File: config.mk
export PLATFORM = sky130hd
export DESIGN_NAME = length_crc_packet_deframer
export DESIGN_NICKNAME = d
export VERILOG_FILES = /design/src/rtl/lcpd_pkg.sv /design/src/rtl/lcpd_crc_byte.sv /design/src/rtl/lcpd_regs.sv /design/src/rtl/length_crc_packet_deframer.sv
export SDC_FILE = /design/constraint.sdc
export NUM_CORES = 1
export LEC_CHECK = 0
export BUFFER_PORTS_ARGS = -buffer_cell sky130_fd_sc_hd__buf_2
export CORE_AREA = 2 2 138 140
export DETAILED_ROUTE_END_ITERATION = 10
export DIE_AREA = 0 0 140 142
export HOLD_SLACK_MARGIN = 0.12
export PLACE_DENSITY = 0.8
export SLEW_MARGIN = 20
export SYNTH_ARGS = -nofsm -noshare
export SYNTH_HDL_FRONTEND = slang
export SYNTH_HIERARCHICAL = 1
export SYNTH_SLANG_ARGS = --single-unit
File: constraint.sdc
create_clock -name clk -period 8.7 [get_ports clk]
set_clock_uncertainty 0.2 [all_clocks]
set_input_delay 0.435 -clock clk [delete_from_list [all_inputs] [get_ports clk]]
set_output_delay 0.435 -clock clk [all_outputs]
set_load 0.05 [all_outputs]
File: src/rtl/lcpd_pkg.sv
// Shared types and constants for the length-prefixed CRC packet deframer.
// No dependencies; imported by every module of the block.
`default_nettype none

package lcpd_pkg;

  // Field and register widths.
  localparam int unsigned BYTE_W      = 8;
  localparam int unsigned CRC_W       = 16;
  localparam int unsigned LEN_ACC_W   = 24;
  localparam int unsigned KIND_W      = 2;
  localparam int unsigned FAULT_W     = 3;
  localparam int unsigned APB_DATA_W  = 32;
  localparam int unsigned APB_ADDR_W  = 4;
  localparam int unsigned LEN_BYTES_W = 2;

  // Default for the top-level length parameter.
  localparam int unsigned LENGTH_WIDTH_DEF = 24;

  // Register reset values.
  localparam logic [CRC_W-1:0]     CRC_POLY_RST = 16'h1021;
  localparam logic [CRC_W-1:0]     CRC_INIT_RST = 16'h0000;
  localparam logic [LEN_ACC_W-1:0] MAX_LEN_RST  = 24'd512;

  // Framing bytes.
  localparam logic [BYTE_W-1:0] START_ONE_LEN   = 8'd2;
  localparam logic [BYTE_W-1:0] START_TWO_LEN   = 8'd3;
  localparam logic [BYTE_W-1:0] START_THREE_LEN = 8'd4;
  localparam logic [BYTE_W-1:0] END_BYTE        = 8'd3;

  // Result kinds.
  localparam logic [KIND_W-1:0] KIND_NONE = 2'd0;
  localparam logic [KIND_W-1:0] KIND_DATA = 2'd1;
  localparam logic [KIND_W-1:0] KIND_GOOD = 2'd2;
  localparam logic [KIND_W-1:0] KIND_BAD  = 2'd3;

  // Fault codes.
  localparam logic [FAULT_W-1:0] FAULT_NONE      = 3'd0;
  localparam logic [FAULT_W-1:0] FAULT_BAD_START = 3'd1;
  localparam logic [FAULT_W-1:0] FAULT_ZERO_LEN  = 3'd2;
  localparam logic [FAULT_W-1:0] FAULT_TOO_LONG  = 3'd3;
  localparam logic [FAULT_W-1:0] FAULT_CRC       = 3'd4;
  localparam logic [FAULT_W-1:0] FAULT_BAD_END   = 3'd5;

  // Register indexes (byte address is four times the index).
  typedef enum logic [1:0] {
    REG_CRC_POLY = 2'd0,
    REG_CRC_INIT = 2'd1,
    REG_MAX_LEN  = 2'd2
  } reg_idx_t;

  // Configuration handed from the register file to the datapath.
  typedef struct packed {
    logic [CRC_W-1:0]     crc_poly;
    logic [CRC_W-1:0]     crc_init;
    logic [LEN_ACC_W-1:0] max_len;
  } cfg_t;

endpackage

`default_nettype wire

File: src/rtl/lcpd_crc_byte.sv
// One-byte CRC-16 update, non-reflected and MSB first, with a programmable polynomial.
// Depends on lcpd_pkg.
`default_nettype none

module lcpd_crc_byte (
  input  wire logic [lcpd_pkg::CRC_W-1:0]  crc_in,
  input  wire logic [lcpd_pkg::BYTE_W-1:0] data_in,
  input  wire logic [lcpd_pkg::CRC_W-1:0]  poly,
  output logic      [lcpd_pkg::CRC_W-1:0]  crc_out
);
  import lcpd_pkg::*;

  // Eight shift steps on a 16-bit value, one per data bit.
  always_comb begin
    logic [CRC_W-1:0] c;
    c = crc_in ^ {data_in, {(CRC_W-BYTE_W){1'b0}}};
    for (int i = 0; i < BYTE_W; i++) begin
      if (c[CRC_W-1]) begin
        c = {c[CRC_W-2:0], 1'b0} ^ poly;
      end else begin
        c = {c[CRC_W-2:0], 1'b0};
      end
    end
    crc_out = c;
  end

endmodule

`default_nettype wire

File: src/rtl/lcpd_regs.sv
// APB-style configuration registers: CRC polynomial, CRC initial value, payload limit.
// Depends on lcpd_pkg.
`default_nettype none

module lcpd_regs (
  input  wire logic                            clk,
  input  wire logic                            rst_n,
  input  wire logic                            psel,
  input  wire logic                            penable,
  input  wire logic                            pwrite,
  input  wire logic [lcpd_pkg::APB_ADDR_W-1:0] paddr,
  input  wire logic [lcpd_pkg::APB_DATA_W-1:0] pwdata,
  output logic      [lcpd_pkg::APB_DATA_W-1:0] prdata,
  output logic                                 pready,
  output lcpd_pkg::cfg_t                       cfg
);
  import lcpd_pkg::*;

  cfg_t     cfg_r;
  logic     wr_en;
  reg_idx_t idx;

  assign pready = 1'b1;
  assign wr_en  = psel && penable && pwrite;
  assign idx    = reg_idx_t'(paddr[APB_ADDR_W-1:2]);
  assign cfg    = cfg_r;

  always_ff @(posedge clk) begin
    if (!rst_n) begin
      cfg_r.crc_poly <= CRC_POLY_RST;
      cfg_r.crc_init <= CRC_INIT_RST;
      cfg_r.max_len  <= MAX_LEN_RST;
    end else if (wr_en) begin
      unique case (idx)
        REG_CRC_POLY: cfg_r.crc_poly <= pwdata[CRC_W-1:0];
        REG_CRC_INIT: cfg_r.crc_init <= pwdata[CRC_W-1:0];
        REG_MAX_LEN:  cfg_r.max_len  <= pwdata[LEN_ACC_W-1:0];
        default: begin
        end
      endcase
    end
  end

  always_comb begin
    unique case (idx)
      REG_CRC_POLY: prdata = {{(APB_DATA_W-CRC_W){1'b0}}, cfg_r.crc_poly};
      REG_CRC_INIT: prdata = {{(APB_DATA_W-CRC_W){1'b0}}, cfg_r.crc_init};
      REG_MAX_LEN:  prdata = {{(APB_DATA_W-LEN_ACC_W){1'b0}}, cfg_r.max_len};
      default:      prdata = '0;
    endcase
  end

endmodule

`default_nettype wire

File: src/rtl/length_crc_packet_deframer.sv
// Length-prefixed frame deframer with CRC-16 check.
// Each accepted byte's result word is registered and presented in the cycle after acceptance.
// One byte per cycle while out_ready is high; the output register frees on the edge it is read.
// Reset: synchronous, active low; returns to idle and restores the register defaults.
// Depends on lcpd_pkg, lcpd_regs and lcpd_crc_byte.
`default_nettype none

module length_crc_packet_deframer #(
  parameter int unsigned LENGTH_WIDTH = lcpd_pkg::LENGTH_WIDTH_DEF
) (
  input  wire logic                            clk,
  input  wire logic                            rst_n,
  // Input byte channel.
  input  wire logic                            in_valid,
  output logic                                 in_ready,
  input  wire logic [lcpd_pkg::BYTE_W-1:0]     in_rx_byte,
  // Result channel.
  output logic                                 out_valid,
  input  wire logic                            out_ready,
  output logic      [lcpd_pkg::KIND_W-1:0]     out_result_kind,
  output logic      [lcpd_pkg::BYTE_W-1:0]     out_payload_byte,
  output logic                                 out_last_payload,
  output logic      [lcpd_pkg::FAULT_W-1:0]    out_fault_code,
  // Configuration port.
  input  wire logic                            psel,
  input  wire logic                            penable,
  input  wire logic                            pwrite,
  input  wire logic [lcpd_pkg::APB_ADDR_W-1:0] paddr,
  input  wire logic [lcpd_pkg::APB_DATA_W-1:0] pwdata,
  output logic      [lcpd_pkg::APB_DATA_W-1:0] prdata,
  output logic                                 pready
);
  import lcpd_pkg::*;

  // Frame phases. The start byte is taken in idle, then length, payload, two CRC
  // bytes and the end byte follow in that order.
  typedef enum logic [2:0] {
    PH_IDLE,
    PH_LENGTH,
    PH_PAYLOAD,
    PH_CRC_HI,
    PH_CRC_LO,
    PH_END
  } phase_t;

  cfg_t cfg;

  lcpd_regs u_regs (
    .clk     (clk),
    .rst_n   (rst_n),
    .psel    (psel),
    .penable (penable),
    .pwrite  (pwrite),
    .paddr   (paddr),
    .pwdata  (pwdata),
    .prdata  (prdata),
    .pready  (pready),
    .cfg     (cfg)
  );

  // Frame state.
  phase_t                  phase_r,     phase_nxt;
  logic [LEN_BYTES_W-1:0]  len_left_r,  len_left_nxt;
  logic [LEN_ACC_W-1:0]    len_acc_r,   len_acc_nxt;
  logic [LENGTH_WIDTH-1:0] remain_r,    remain_nxt;
  logic [CRC_W-1:0]        crc_r,       crc_nxt;
  logic [CRC_W-1:0]        rx_crc_r,    rx_crc_nxt;

  // Output register.
  logic               out_valid_r;
  logic [KIND_W-1:0]  kind_r,  kind_nxt;
  logic [BYTE_W-1:0]  pbyte_r, pbyte_nxt;
  logic               last_r,  last_nxt;
  logic [FAULT_W-1:0] fault_r, fault_nxt;

  logic [CRC_W-1:0] crc_upd;
  logic             accept;
  logic             len_over;
  logic             is_last;

  // The output register holds one word; a new byte may enter whenever that word
  // is absent or is being taken on this edge.
  assign in_ready = !out_valid_r || out_ready;
  assign accept   = in_valid && in_ready;

  assign out_valid        = out_valid_r;
  assign out_result_kind  = kind_r;
  assign out_payload_byte = pbyte_r;
  assign out_last_payload = last_r;
  assign out_fault_code   = fault_r;

  lcpd_crc_byte u_crc (
    .crc_in  (crc_r),
    .data_in (in_rx_byte),
    .poly    (cfg.crc_poly),
    .crc_out (crc_upd)
  );

  // A length that needs more than LENGTH_WIDTH bits is rejected like one over the limit.
  assign len_over = (len_acc_nxt >> LENGTH_WIDTH) != '0;
  assign is_last  = remain_r <= LENGTH_WIDTH'(1);

  always_comb begin
    phase_nxt    = phase_r;
    len_left_nxt = len_left_r;
    len_acc_nxt  = len_acc_r;
    remain_nxt   = remain_r;
    crc_nxt      = crc_r;
    rx_crc_nxt   = rx_crc_r;
    kind_nxt     = KIND_NONE;
    pbyte_nxt    = '0;
    last_nxt     = 1'b0;
    fault_nxt    = FAULT_NONE;

    unique case (phase_r)
      PH_IDLE: begin
        // The start byte also encodes how many length bytes follow.
        if (in_rx_byte == START_ONE_LEN || in_rx_byte == START_TWO_LEN ||
            in_rx_byte == START_THREE_LEN) begin
          len_left_nxt = LEN_BYTES_W'(in_rx_byte - 8'd1);
          len_acc_nxt  = '0;
          phase_nxt    = PH_LENGTH;
        end else begin
          kind_nxt  = KIND_BAD;
          fault_nxt = FAULT_BAD_START;
        end
      end
      PH_LENGTH: begin
        len_acc_nxt  = {len_acc_r[LEN_ACC_W-BYTE_W-1:0], in_rx_byte};
        len_left_nxt = len_left_r - LEN_BYTES_W'(1);
        if (len_left_nxt == '0) begin
          if (len_acc_nxt == '0) begin
            kind_nxt  = KIND_BAD;
            fault_nxt = FAULT_ZERO_LEN;
            phase_nxt = PH_IDLE;
          end else if (len_acc_nxt > cfg.max_len || len_over) begin
            kind_nxt  = KIND_BAD;
            fault_nxt = FAULT_TOO_LONG;
            phase_nxt = PH_IDLE;
          end else begin
            crc_nxt    = cfg.crc_init;
            remain_nxt = len_acc_nxt[LENGTH_WIDTH-1:0];
            phase_nxt  = PH_PAYLOAD;
          end
        end
      end
      PH_PAYLOAD: begin
        // Payload bytes pass straight out while the CRC runs over them.
        crc_nxt   = crc_upd;
        kind_nxt  = KIND_DATA;
        pbyte_nxt = in_rx_byte;
        last_nxt  = is_last;
        if (is_last) begin
          remain_nxt = '0;
          phase_nxt  = PH_CRC_HI;
        end else begin
          remain_nxt = remain_r - LENGTH_WIDTH'(1);
        end
      end
      PH_CRC_HI: begin
        rx_crc_nxt = {in_rx_byte, {BYTE_W{1'b0}}};
        phase_nxt  = PH_CRC_LO;
      end
      PH_CRC_LO: begin
        rx_crc_nxt = {rx_crc_r[CRC_W-1:BYTE_W], in_rx_byte};
        phase_nxt  = PH_END;
      end
      PH_END: begin
        // A bad end byte outranks a CRC mismatch.
        if (in_rx_byte != END_BYTE) begin
          kind_nxt  = KIND_BAD;
          fault_nxt = FAULT_BAD_END;
        end else if (rx_crc_r != crc_r) begin
          kind_nxt  = KIND_BAD;
          fault_nxt = FAULT_CRC;
        end else begin
          kind_nxt = KIND_GOOD;
        end
        phase_nxt = PH_IDLE;
      end
      default: begin
        phase_nxt = PH_IDLE;
      end
    endcase
  end

  // Frame state advances only on an accepted byte; every accepted byte loads
  // exactly one result word into the output register.
  always_ff @(posedge clk) begin
    if (!rst_n) begin
      phase_r     <= PH_IDLE;
      len_left_r  <= '0;
      len_acc_r   <= '0;
      remain_r    <= '0;
      crc_r       <= '0;
      rx_crc_r    <= '0;
      out_valid_r <= 1'b0;
    end else begin
      if (accept) begin
        phase_r     <= phase_nxt;
        len_left_r  <= len_left_nxt;
        len_acc_r   <= len_acc_nxt;
        remain_r    <= remain_nxt;
        crc_r       <= crc_nxt;
        rx_crc_r    <= rx_crc_nxt;
        out_valid_r <= 1'b1;
      end else if (out_ready) begin
        out_valid_r <= 1'b0;
      end
    end
  end

  always_ff @(posedge clk) begin
    if (accept) begin
      kind_r  <= kind_nxt;
      pbyte_r <= pbyte_nxt;
      last_r  <= last_nxt;
      fault_r <= fault_nxt;
    end
  end

endmodule

`default_nettype wire

=== Word level (Yosys, flattened, before mapping) ===
Cells that the tools add are included.
W data, S select, Z words.

* Multiplexer cells: 45
* Reduce and logical (&&, ||, !) cells: 23
* Bitwise operators: 10
* $add $sub $neg: 3
* Eq/ne operators: 17
* Magnitude comparators: 2

{| class="wikitable"
|+ Operators by type and width
! cell !! count
|-
| $mux W16 || 12
|-
| $xor A16 B16 Y16 || 9
|-
| $mux W24 || 4
|-
| $pmux W16 S2 || 3
|-
| $pmux W24 S3 || 1
|-
| $pmux W24 S2 || 1
|-
| $gt A24 B24 Y1 || 1
|-
| $le A24 B1 Y1 const B || 1
|-
| $logic_not A24 Y1 || 1
|-
| $sub A24 B1 Y24 const B || 1
|-
| $mux W2 || 10
|-
| $eq A8 B2 Y1 const B || 2
|-
| $ne A16 B16 Y1 || 1
|-
| $mux W3 || 5
|-
| $pmux W3 S5 || 1
|-
| $ne A2 B2 Y1 const B || 5
|-
| $pmux W3 S3 || 1
|-
| $eq A8 B3 Y1 const B || 1
|-
| $ne A8 B2 Y1 const B || 1
|-
| $pmux W2 S4 || 1
|-
| $reduce_and A2 Y1 || 4
|-
| $reduce_bool A2 Y1 || 4
|-
| $eq A3 B2 Y1 const B || 2
|-
| $eq A3 B3 Y1 const B || 2
|-
| 15 further kinds || 26
|}

* Bits of input ports: 51
* Word-level logic and storage cells: 115
* Register bits: 148
* Output and inout port bits: 49

=== Depth between registers and ports, before layout ===
Gate-level depths: netlist of run 1.

* Word-level depth: 18
* Gate-level depth with buffers: 16
* Depth with buffers taken out: 13

=== Hierarchy ===
The synthesis of run 1 kept the hierarchy.

{| class="wikitable"
|+ Modules (own cells, without submodules)
! module !! area each (sq um) !! seq. area each (sq um) !! instances !! cells an instance
|-
| length_crc_packet_deframer || 5325.1 || 1981.9 || 1 || 634
|-
| lcpd_crc_byte || 2897.8 || 0.0 || 1 || 383
|-
| lcpd_regs || 2648.8 || 1121.1 || 1 || 290
|}

=== Worst setup path after synthesis of run 1 ===
Ideal clock, no wire load.

* Kind: input -> register
* Start: input in_rx_byte[7] (netlist bit)
* End: register crc_r[3]
* Setup slack: 4.800 ns
* Stages on the path: 15
* Buffers on the path: 2
* Data arrival time: 3.614 ns
* Setup time: 0.086 ns
* Required time: 8.414 ns
* Cell sequence: xor2_2 -> buf_4 -> nand2_2 -> xnor3_2 -> xnor2_1 -> a21oi_1 -> or3_4 -> a311oi_4 -> or2_4 -> buf_12 -> o21ai_2 -> xor3_1 -> xnor2_1 -> mux2i_1 -> a211oi_1

* Cells in the longest elaborated chain, start to end: 16
* Elaborated cells between the ends (all ways): 22
* Classes of those cells: 1 x order compare; 2 x eq/ne; 9 x mux; 8 x bitwise; 2 x reduce/logical

{| class="wikitable"
|+ RTL lines
! item !! line !! text
|-
| from (decl) || length_crc_packet_deframer.sv:16 || <nowiki>input wire logic [lcpd_pkg::BYTE_W-1:0] in_rx_byte,</nowiki>
|-
| $xor A16 B16 Y16 (*) || lcpd_crc_byte.sv:16 || <nowiki>c = crc_in ^ {data_in, {(CRC_W-BYTE_W){1'b0}}};</nowiki>
|-
| $mux W16 (*) || lcpd_crc_byte.sv:18 || <nowiki>if (c[CRC_W-1]) begin</nowiki>
|-
| $xor A16 B16 Y16 || lcpd_crc_byte.sv:19 || <nowiki>c = {c[CRC_W-2:0], 1'b0} ^ poly;</nowiki>
|-
| $mux W16 (*) || lcpd_crc_byte.sv:18 ||
|-
| $xor A16 B16 Y16 || lcpd_crc_byte.sv:19 ||
|-
| $mux W16 (*) || lcpd_crc_byte.sv:18 ||
|-
| $xor A16 B16 Y16 || lcpd_crc_byte.sv:19 ||
|-
| $mux W16 (*) (2 in a row) || lcpd_crc_byte.sv:18 ||
|-
| $xor A16 B16 Y16 or $mux W16 (tied branches) || lcpd_crc_byte.sv:19, lcpd_crc_byte.sv:18 ||
|-
| $mux W16 (*) || lcpd_crc_byte.sv:18 ||
|-
| $xor A16 B16 Y16 or $mux W16 (tied branches) || lcpd_crc_byte.sv:19, lcpd_crc_byte.sv:18 ||
|-
| $mux W16 (*) || lcpd_crc_byte.sv:18 ||
|-
| $xor A16 B16 Y16 or $mux W16 (tied branches) || lcpd_crc_byte.sv:19, lcpd_crc_byte.sv:18 ||
|-
| $mux W16 (*) || lcpd_crc_byte.sv:18 ||
|-
| named net crc_upd[3] || length_crc_packet_deframer.sv:76 || <nowiki>logic [CRC_W-1:0] crc_upd;</nowiki>
|-
| $pmux W16 S2 (*) || length_crc_packet_deframer.sv:115 || <nowiki>unique case (phase_r)</nowiki>
|-
| to (signal assigned) || length_crc_packet_deframer.sv:204 || <nowiki>crc_r <= crc_nxt;</nowiki>
|-
| to (decl) || length_crc_packet_deframer.sv:66 || <nowiki>logic [CRC_W-1:0] crc_r, crc_nxt;</nowiki>
|}

The timed path passes the listed nets; every way through them passes the cells marked *.
A chain may end at the register's enable or synchronous reset.

=== Final worst setup path of run 1 ===
* Start: register crc_r[15]
* End: register crc_r[15]

* Cells in the longest elaborated chain, start to end: 17

{| class="wikitable"
|+ RTL lines
! item !! line
|-
| $xor A16 B16 Y16 (*) || lcpd_crc_byte.sv:16
|-
| $mux W16 (*) || lcpd_crc_byte.sv:18
|-
| $xor A16 B16 Y16 || lcpd_crc_byte.sv:19
|-
| $mux W16 (*) || lcpd_crc_byte.sv:18
|-
| $xor A16 B16 Y16 || lcpd_crc_byte.sv:19
|-
| $mux W16 (*) || lcpd_crc_byte.sv:18
|-
| $xor A16 B16 Y16 || lcpd_crc_byte.sv:19
|-
| $mux W16 (*) || lcpd_crc_byte.sv:18
|-
| [... 2 more ...] || --
|-
| $xor A16 B16 Y16 || lcpd_crc_byte.sv:19
|-
| $mux W16 (*) || lcpd_crc_byte.sv:18
|-
| $xor A16 B16 Y16 || lcpd_crc_byte.sv:19
|-
| $mux W16 (*) || lcpd_crc_byte.sv:18
|-
| $xor A16 B16 Y16 || lcpd_crc_byte.sv:19
|-
| $mux W16 (*) || lcpd_crc_byte.sv:18
|-
| named net crc_upd[15] || length_crc_packet_deframer.sv:76
|-
| $pmux W16 S2 (*) || length_crc_packet_deframer.sv:115
|}

Marked as above.

==> impl_metrics.env, run 1 <==
export IMPL_numClockSinks=148
export IMPL_cts_resized=0
export IMPL_layoutNonFillerInstCount=1580
export IMPL_cp_arrival_ns=5.56
export IMPL_timing_hold_violations_final=0
export IMPL_cts_made_buffers=17
export IMPL_remaining_drc_errors=5
export IMPL_setup_viol=0
export IMPL_cts_hold_repair_buffers=15
export IMPL_initial_core_util=0.589
export IMPL_finalWorstPathRequiredPeriod_ns=5.43
export IMPL_synthArstFlopShare=0
export IMPL_grt_use_total=0.302
export IMPL_share_of_layout_cells_above_drive_strength_1=0.130
export IMPL_design_core_area_um2=18500
export IMPL_final_period_utilization=0.624
export IMPL_ys_ff_latch=148
export IMPL_multiplexer_share_of_the_synthesized_area=0.0847
export IMPL_maximum_number_of_pins_on_one_net_before_global_route_repair=79
export IMPL_grt_ovfl_total=0
export IMPL_detail_route_first_pass_iterations=8
export IMPL_fin_tns_setup_ns=0
export IMPL_cts_setup_buffers=0
export IMPL_worst_endpoint_required_ns=8.83
export IMPL_finish_net_count=1414
export IMPL_ios=100
export IMPL_yosysWarnings=6
export IMPL_synth_top_family_by_area="simple AND/OR/NAND/NOR gates"
export IMPL_fmax_mhz=184
export IMPL_h_tree_depth=4
export IMPL_ir_drop_mv=0.146
export IMPL_vert_die_dim_um=142
export IMPL_drt_antenna_violating_nets=0
export IMPL_synth_edff_count=14
export IMPL_p_leak_nw=4.62
export IMPL_antenna_violations_before_repair=0
export IMPL_grt_pass1_vias=9336
export IMPL_clockRootBuffer="sky130_fd_sc_hd__clkbuf_16"
export IMPL_row_count=50
export IMPL_yosys_top_cells_area="sky130_fd_sc_hd__dfxtp_1 (25%), sky130_fd_sc_hd__mux2i_1 (8.5%), sky130_fd_sc_hd__nand2_1 (7.9%)"
export IMPL_grt_first_pass_wirelength_um=48400
export IMPL_netlist_instances=1307
export IMPL_critPathKind="flop to flop"
export IMPL_power_density_cell_area_nw_per_um2=148
export IMPL_tritoncts="yes"
export IMPL_hpwl_um=20000
export IMPL_wire_per_inst_um=19.2
export IMPL_syn2layout_area_growth_pct=8.49
export IMPL_cts_buffer_depth=2
export IMPL_placement_io_buffers=80
export IMPL_xor_and_xnor_fraction_of_the_mapped_netlist_area=0.136
export IMPL_fp_dieW_um=140
export IMPL_fp_dieArea_um2=19900
export IMPL_number_of_unique_standard_cell_types_used_by_synthesis=95
export IMPL_syn_mean_instance_area_um2=8.32
export IMPL_synth_top_area_cell="sky130_fd_sc_hd__dfxtp_1"
export IMPL_gpl_final_weighted_congestion=0.912
export IMPL_status="finished, violations left"
export IMPL_report_final_slew_viol_count=0
export IMPL_slew_limit_headroom=0.262
export IMPL_antenna_cells=0
export IMPL_synth_seq_area_share=0.285
export IMPL_netlist_area_um2=10900
export IMPL_yosys_area_share_adder=0.0345
export IMPL_type_of_destination_of_the_critical_path="flop"
export IMPL_worst_slew_pin_slew_ns=1.11
export IMPL_violations_in_the_final_reports="DRC"
export IMPL_dr_total_vias=10029
export IMPL_startpoint_type="flop"
export IMPL_clk_transition_reported_paths_ns=0.06
export IMPL_ys_flop_type="sky130_fd_sc_hd__dfxtp_1"
export IMPL_crit_path_max_fanout=23
export IMPL_numPlacedInstances=1532
export IMPL_worstHoldPathType="input port to flop"
export IMPL_drv_max_cap_violation_count=0
export IMPL_rsz0062_at_grt="no"
export IMPL_total_detailed_routing_wirelength_um=30300
export IMPL_yosysTopAreaCellShare=0.247
export IMPL_fraction_of_the_mapped_netlist_area_in_simple_logic_gates=0.219
export IMPL_vias_per_cell=6.35
export IMPL_detail_route_iter0_violations=1229
export IMPL_synth_compound_area_share=0.162
export IMPL_clock_insertion_delay_worst_skew_ns=0.43
[layer usage]
metal | vias to the layer above | global-route usage | wire length, um
met2 | 539 | 0.479 | 13900
met3 | 62 | 0.0609 | 2850
li1 | 4655 | - | -
met1 | 4773 | 0.414 | 13000
met5 | - | 0 | 0
met4 | 0 | 0.105 | 665
[cells by family after synthesis]
| family | Yosys count |
|---|---|
| simple gates | 496 |
| compound gates | 256 |
| flops | 148 |
| buf+inv | 148 |
| xor+xnor | 135 |
| mux | 92 |
| fa+ha+maj | 30 |
| other cells | 2 |
[final timing paths]
| check | start | to | slack (ns) | cells past startpoint |
|---|---|---|---|---|
| setup reg to reg | crc_r[15]$_SDFFE_PN0P_ | crc_r[15]$_SDFFE_PN0P_ | 3.27 | 13 |
| hold / removal | out_ready | out_valid$_SDFFE_PN0P_ | 0.14 | 3 |
| setup / recovery | crc_r[15]$_SDFFE_PN0P_ | crc_r[15]$_SDFFE_PN0P_ | 3.27 | 13 |
| hold reg to reg | rx_crc_r[15]$_SDFFE_PN0P_ | rx_crc_r[15]$_SDFFE_PN0P_ | 0.27 | 2 |
[where the power goes]
part           leakage (nW)  internal, mW  switching, mW
registers              1.21         0.694        0.00654
logic                  3.11        0.0913          0.167
clock network         0.300         0.487          0.298
total                  4.62          1.27          0.472
[sequential cells by signal, summed over array words and instances (netlist names)]
signal / count
crc_r: 16
out_valid: 1
len_left_r: 2
out_payload_byte: 8
out_result_kind: 2
out_last_payload: 1
u_regs/cfg: 56
remain_r: 24
rx_crc_r: 16
phase_r: 3
out_fault_code: 3
len_acc_r: 16
[placed cells by master (no fill, tap or decap), types with 37 or more instances in the layout]
cell,n
sky130_fd_sc_hd__a21oi_1,53
sky130_fd_sc_hd__inv_1,38
sky130_fd_sc_hd__o21ai_0,49
sky130_fd_sc_hd__nor2_1,76
sky130_fd_sc_hd__nor4_1,37
sky130_fd_sc_hd__xor2_1,43
sky130_fd_sc_hd__mux2i_1,92
sky130_fd_sc_hd__xnor2_1,69
sky130_fd_sc_hd__buf_2,80
sky130_fd_sc_hd__dfxtp_1,134
sky130_fd_sc_hd__nand2_1,229
[Yosys cell counts, types with 5 or more instances]
cell type / number
sky130_fd_sc_hd__and3_1: 13
sky130_fd_sc_hd__nand2_1: 229
sky130_fd_sc_hd__o22ai_1: 5
sky130_fd_sc_hd__o211ai_1: 7
sky130_fd_sc_hd__o21ai_0: 49
sky130_fd_sc_hd__o2111ai_1: 15
sky130_fd_sc_hd__xnor2_1: 69
sky130_fd_sc_hd__a211o_1: 7
sky130_fd_sc_hd__buf_6: 12
sky130_fd_sc_hd__clkbuf_1: 52
sky130_fd_sc_hd__nor3_1: 21
sky130_fd_sc_hd__xnor3_1: 14
sky130_fd_sc_hd__o21ai_2: 10
sky130_fd_sc_hd__inv_1: 38
sky130_fd_sc_hd__xor2_1: 43
sky130_fd_sc_hd__nor4_1: 37
sky130_fd_sc_hd__a21oi_1: 53
sky130_fd_sc_hd__ha_1: 30
sky130_fd_sc_hd__nor2_1: 78
sky130_fd_sc_hd__a22oi_1: 32
sky130_fd_sc_hd__o21ai_1: 6
sky130_fd_sc_hd__buf_2: 15
sky130_fd_sc_hd__nand4_1: 8
sky130_fd_sc_hd__a211oi_1: 31
sky130_fd_sc_hd__buf_4: 13
sky130_fd_sc_hd__nor2b_1: 8
sky130_fd_sc_hd__or3_1: 11
sky130_fd_sc_hd__o32ai_1: 7
sky130_fd_sc_hd__nand3_1: 33
sky130_fd_sc_hd__edfxtp_1: 14
sky130_fd_sc_hd__dfxtp_1: 134
sky130_fd_sc_hd__mux2i_1: 92
sky130_fd_sc_hd__and2_1: 14
[worst max-delay path, stage by stage (launching register included)]
cell and delay (ns):
sky130_fd_sc_hd__dfxtp_1 0.44, sky130_fd_sc_hd__xor2_2 0.87, sky130_fd_sc_hd__xnor2_2 0.23, sky130_fd_sc_hd__xnor3_2 0.49
sky130_fd_sc_hd__xnor2_1 0.29, sky130_fd_sc_hd__a21oi_1 0.15, sky130_fd_sc_hd__or3_4 0.41, sky130_fd_sc_hd__a311oi_4 0.71
sky130_fd_sc_hd__or2_4 0.41, sky130_fd_sc_hd__o21ai_2 0.11, sky130_fd_sc_hd__xnor3_1 0.35, sky130_fd_sc_hd__xnor2_1 0.29
sky130_fd_sc_hd__mux2i_1 0.14, sky130_fd_sc_hd__a211oi_1 0.26
[stage by stage]
step | power, mW | setup slack, ns | area, um^2 | hold WS [ns] | util
final | 1.74 | 3.27 | 11800 | 0.139 | 0.639
after global placement | 0.957 | 3.25 | 11000 | 0.256 | 0.596
after CTS | 1.74 | 3.34 | 11800 | 0.124 | 0.638
after detailed placement | 0.962 | 3.08 | 11000 | 0.260 | 0.596
after global routing | 1.79 | 3.05 | 11800 | 0.141 | 0.639
after floorplan | 0.917 | 4.80 | 10900 | 0.243 | -
[layout make-up]
| cell class | instances | area (um^2) |
|---|---|---|
| multi-input combinational | 1018 | 6960 |
| sequential | 148 | 3100 |
| clock inverter | 9 | 140 |
| timing repair buffer | 108 | 656 |
| clock buffer | 23 | 489 |
| tap | 234 | 293 |
| inverter | 40 | 150 |
| fill | 1518 | 6660 |
No activity file was read; power rests on OpenSTA's default activity.
==> inputs of run 2 (changes only) <==
- clock period: 8.7 -> 5.1 ns (I/O delays scaled with it)
==> run 2 against run 1 <==
Effect of this change: the run still ends with DRC left; critical path depth is 3 higher; register-to-register slack worse by 2.8 ns; die area is the same; critical endpoint is now crc_r[2]$_SDFFE_PN0P_.
==> impl_metrics.env, run 2 (synthesized netlist as in run 1, its figures left out) <==
export IMPL_status="finished, violations left"
export IMPL_violations_in_the_final_reports="DRC"
export IMPL_final_common_cell="sky130_fd_sc_hd__nand2_1"
export IMPL_antenna_violations_before_repair=0
export IMPL_num_fill_cells=1481
export IMPL_vert_die_dim_um=142
export IMPL_fp_dieArea_um2=19900
export IMPL_mostFrequentLayoutCells="sky130_fd_sc_hd__nand2_1 (229), sky130_fd_sc_hd__dfxtp_1 (134), sky130_fd_sc_hd__mux2i_1 (92)"
export IMPL_tritoncts="yes"
export IMPL_detail_route_iter0_violations=1150
export IMPL_power_clock_fraction=0.442
export IMPL_row_count=50
export IMPL_seqPwrFrac=0.404
export IMPL_power_density_cell_area_nw_per_um2=246
export IMPL_wire_per_inst_um=19.2
export IMPL_setup_viol=0
export IMPL_detail_route_first_pass_iterations=10
export IMPL_critPathKind="input port to flop"
export IMPL_grt_use_total=0.308
export IMPL_final_total_power_mw=2.96
export IMPL_timing_hold_violations_final=0
export IMPL_initial_core_util=0.589
export IMPL_hold_slack_ns=0.152
export IMPL_clockRootBuffer="sky130_fd_sc_hd__clkbuf_16"
export IMPL_pwr_share_comb=0.154
export IMPL_maximum_number_of_pins_on_one_net_before_global_route_repair=78
export IMPL_ir_drop_mv=0.248
export IMPL_cts_made_buffers=17
export IMPL_dpl_instance_area_um2=11100
export IMPL_gpl_final_weighted_congestion=0.928
export IMPL_syn2layout_area_growth_pct=10.7
export IMPL_grt_first_pass_wirelength_um=49200
export IMPL_drv_max_cap_violation_count=0
export IMPL_cell_internal_pwr_mw=2.13
export IMPL_grt_ovfl_total=0
export IMPL_launching_point_of_the_worst_reg2reg_path="u_regs/cfg[55]$_SDFFE_PN0P_"
export IMPL_ios=100
export IMPL_p_leak_nw=4.75
export IMPL_cts_setup_buffers=0
export IMPL_fmax_mhz=211
export IMPL_multiInputGateArea_um2=6960
export IMPL_slew_limit_headroom=0.254
export IMPL_remaining_drc_errors=4
export IMPL_share_of_layout_cells_above_drive_strength_1=0.137
export IMPL_design_area_um2=12000
export IMPL_crit_path_max_fanout=14
export IMPL_grt_pass1_vias=9572
export IMPL_vias_per_cell=6.34
export IMPL_design_core_area_um2=18500
export IMPL_final_period_utilization=0.927
export IMPL_startpoint_type="input port"
export IMPL_fin_tns_setup_ns=0
export IMPL_flip_flop_count_of_the_largest_register_all_copies_and_words_added=56
export IMPL_worst_endpoint_required_ns=5.16
export IMPL_netSwitchingPower_mw=0.830
export IMPL_hp_start="rst_n"
export IMPL_clk_transition_reported_paths_ns=0.07
export IMPL_total_detailed_routing_wirelength_um=30900
export IMPL_worst_slew_pin_slew_ns=1.12
export IMPL_fp_dieW_um=140
export IMPL_area_sequential_um2=3100
export IMPL_dr_total_vias=10203
export IMPL_cts_buffer_depth=2
export IMPL_cp_arrival_ns=4.79
export IMPL_finalWorstPathRequiredPeriod_ns=4.73
export IMPL_antenna_cells=0
export IMPL_power_switching_fraction=0.280
export IMPL_placement_io_buffers=80
export IMPL_rsz0062_at_grt="no"
export IMPL_worstHoldPathType="input port to flop"
export IMPL_numClockSinks=148
export IMPL_startpoint="in_rx_byte[7]"
export IMPL_h_tree_depth=4
export IMPL_report_final_slew_viol_count=0
export IMPL_finish_net_count=1444
export IMPL_hpwl_um=20500
export IMPL_type_of_destination_of_the_critical_path="flop"
export IMPL_clock_insertion_delay_worst_skew_ns=0.43
export IMPL_drt_antenna_violating_nets=0
## run 2: cell count changes in the layout (fill, tap and decap cells not counted), sizes merged
cell	change
inv	+3
buf	+12
clkinv	+2
clkbuf	-5
dlygate4sd3	+18
## run 2: final cells by class
class,count,share of cell area
multi-input combinational,1018,0.578
sequential,148,0.258
timing repair buffer,138,0.0769
clock buffer,18,0.0356
tap,234,0.0243
clock inverter,14,0.0144
inverter,40,0.0125
## run 2: metal layers
| metal | track usage | share of wire | vias to the layer above | routed length (um) |
|---|---|---|---|---|
| met5 | 0 | 0 | - | 0 |
| li1 | - | - | 4708 | - |
| met3 | 0.0555 | 0.10 | 73 | 3200 |
| met2 | 0.492 | 0.46 | 618 | 14100 |
| met4 | 0.115 | 0.024 | 0 | 757 |
| met1 | 0.419 | 0.42 | 4804 | 12800 |
## run 2: path summary, 6_finish.rpt
path                            slack, ns                           to  depth (start not counted)
worst min-delay path                 0.15    remain_r[19]$_SDFFE_PN0P_                          3
worst min register to register       0.27  u_regs/cfg[22]$_SDFFE_PN0P_                          2
worst max register to register       0.46        crc_r[2]$_SDFFE_PN0P_                         13
worst max-delay path                 0.37        crc_r[2]$_SDFFE_PN0P_                         16
## run 2: power groups by stage
stage / Sequential, mW / Clock (mW) / Combinational [mW]
6_report: 1.20 / 1.31 / 0.457
5_1_grt: 1.20 / 1.36 / 0.488
4_1_cts: 1.19 / 1.31 / 0.447
3_5_place_dp: 1.22 / 0 / 0.425
3_3_place_gp: 1.22 / 0 / 0.417
2_1_floorplan: 1.23 / 0 / 0.333
## run 2: per-stage QoR
step                      cells   util  worst slack [ns]
after global routing       1610  0.652            0.0605
after CTS                  1609  0.651             0.438
after global placement     1544  0.601             0.627
after detailed placement   1544  0.601             0.552
after floorplan            1314      -              1.22
final                      1610  0.652             0.370
## run 2: timing repair
item	4_1_cts	5_1_grt
hold buffers	33	0
hold endpoints to repair	68	0
gates resized for setup	0	0
## run 2: worst max-delay path, cell delays in order
cell	delay, ns
sky130_fd_sc_hd__dlygate4sd3_1	0.53
sky130_fd_sc_hd__buf_2	0.14
sky130_fd_sc_hd__buf_4	0.18
sky130_fd_sc_hd__xnor2_1	0.39
sky130_fd_sc_hd__nor3_1	0.12
sky130_fd_sc_hd__o32ai_1	0.27
sky130_fd_sc_hd__a211oi_1	0.13
sky130_fd_sc_hd__o21ai_1	0.50
sky130_fd_sc_hd__a21oi_1	0.22
sky130_fd_sc_hd__or4_4	0.59
sky130_fd_sc_hd__a32oi_2	0.24
sky130_fd_sc_hd__o211ai_2	0.37
sky130_fd_sc_hd__nand3_2	0.18
sky130_fd_sc_hd__xnor3_1	0.39
sky130_fd_sc_hd__mux2i_1	0.18
sky130_fd_sc_hd__a211oi_1	0.09
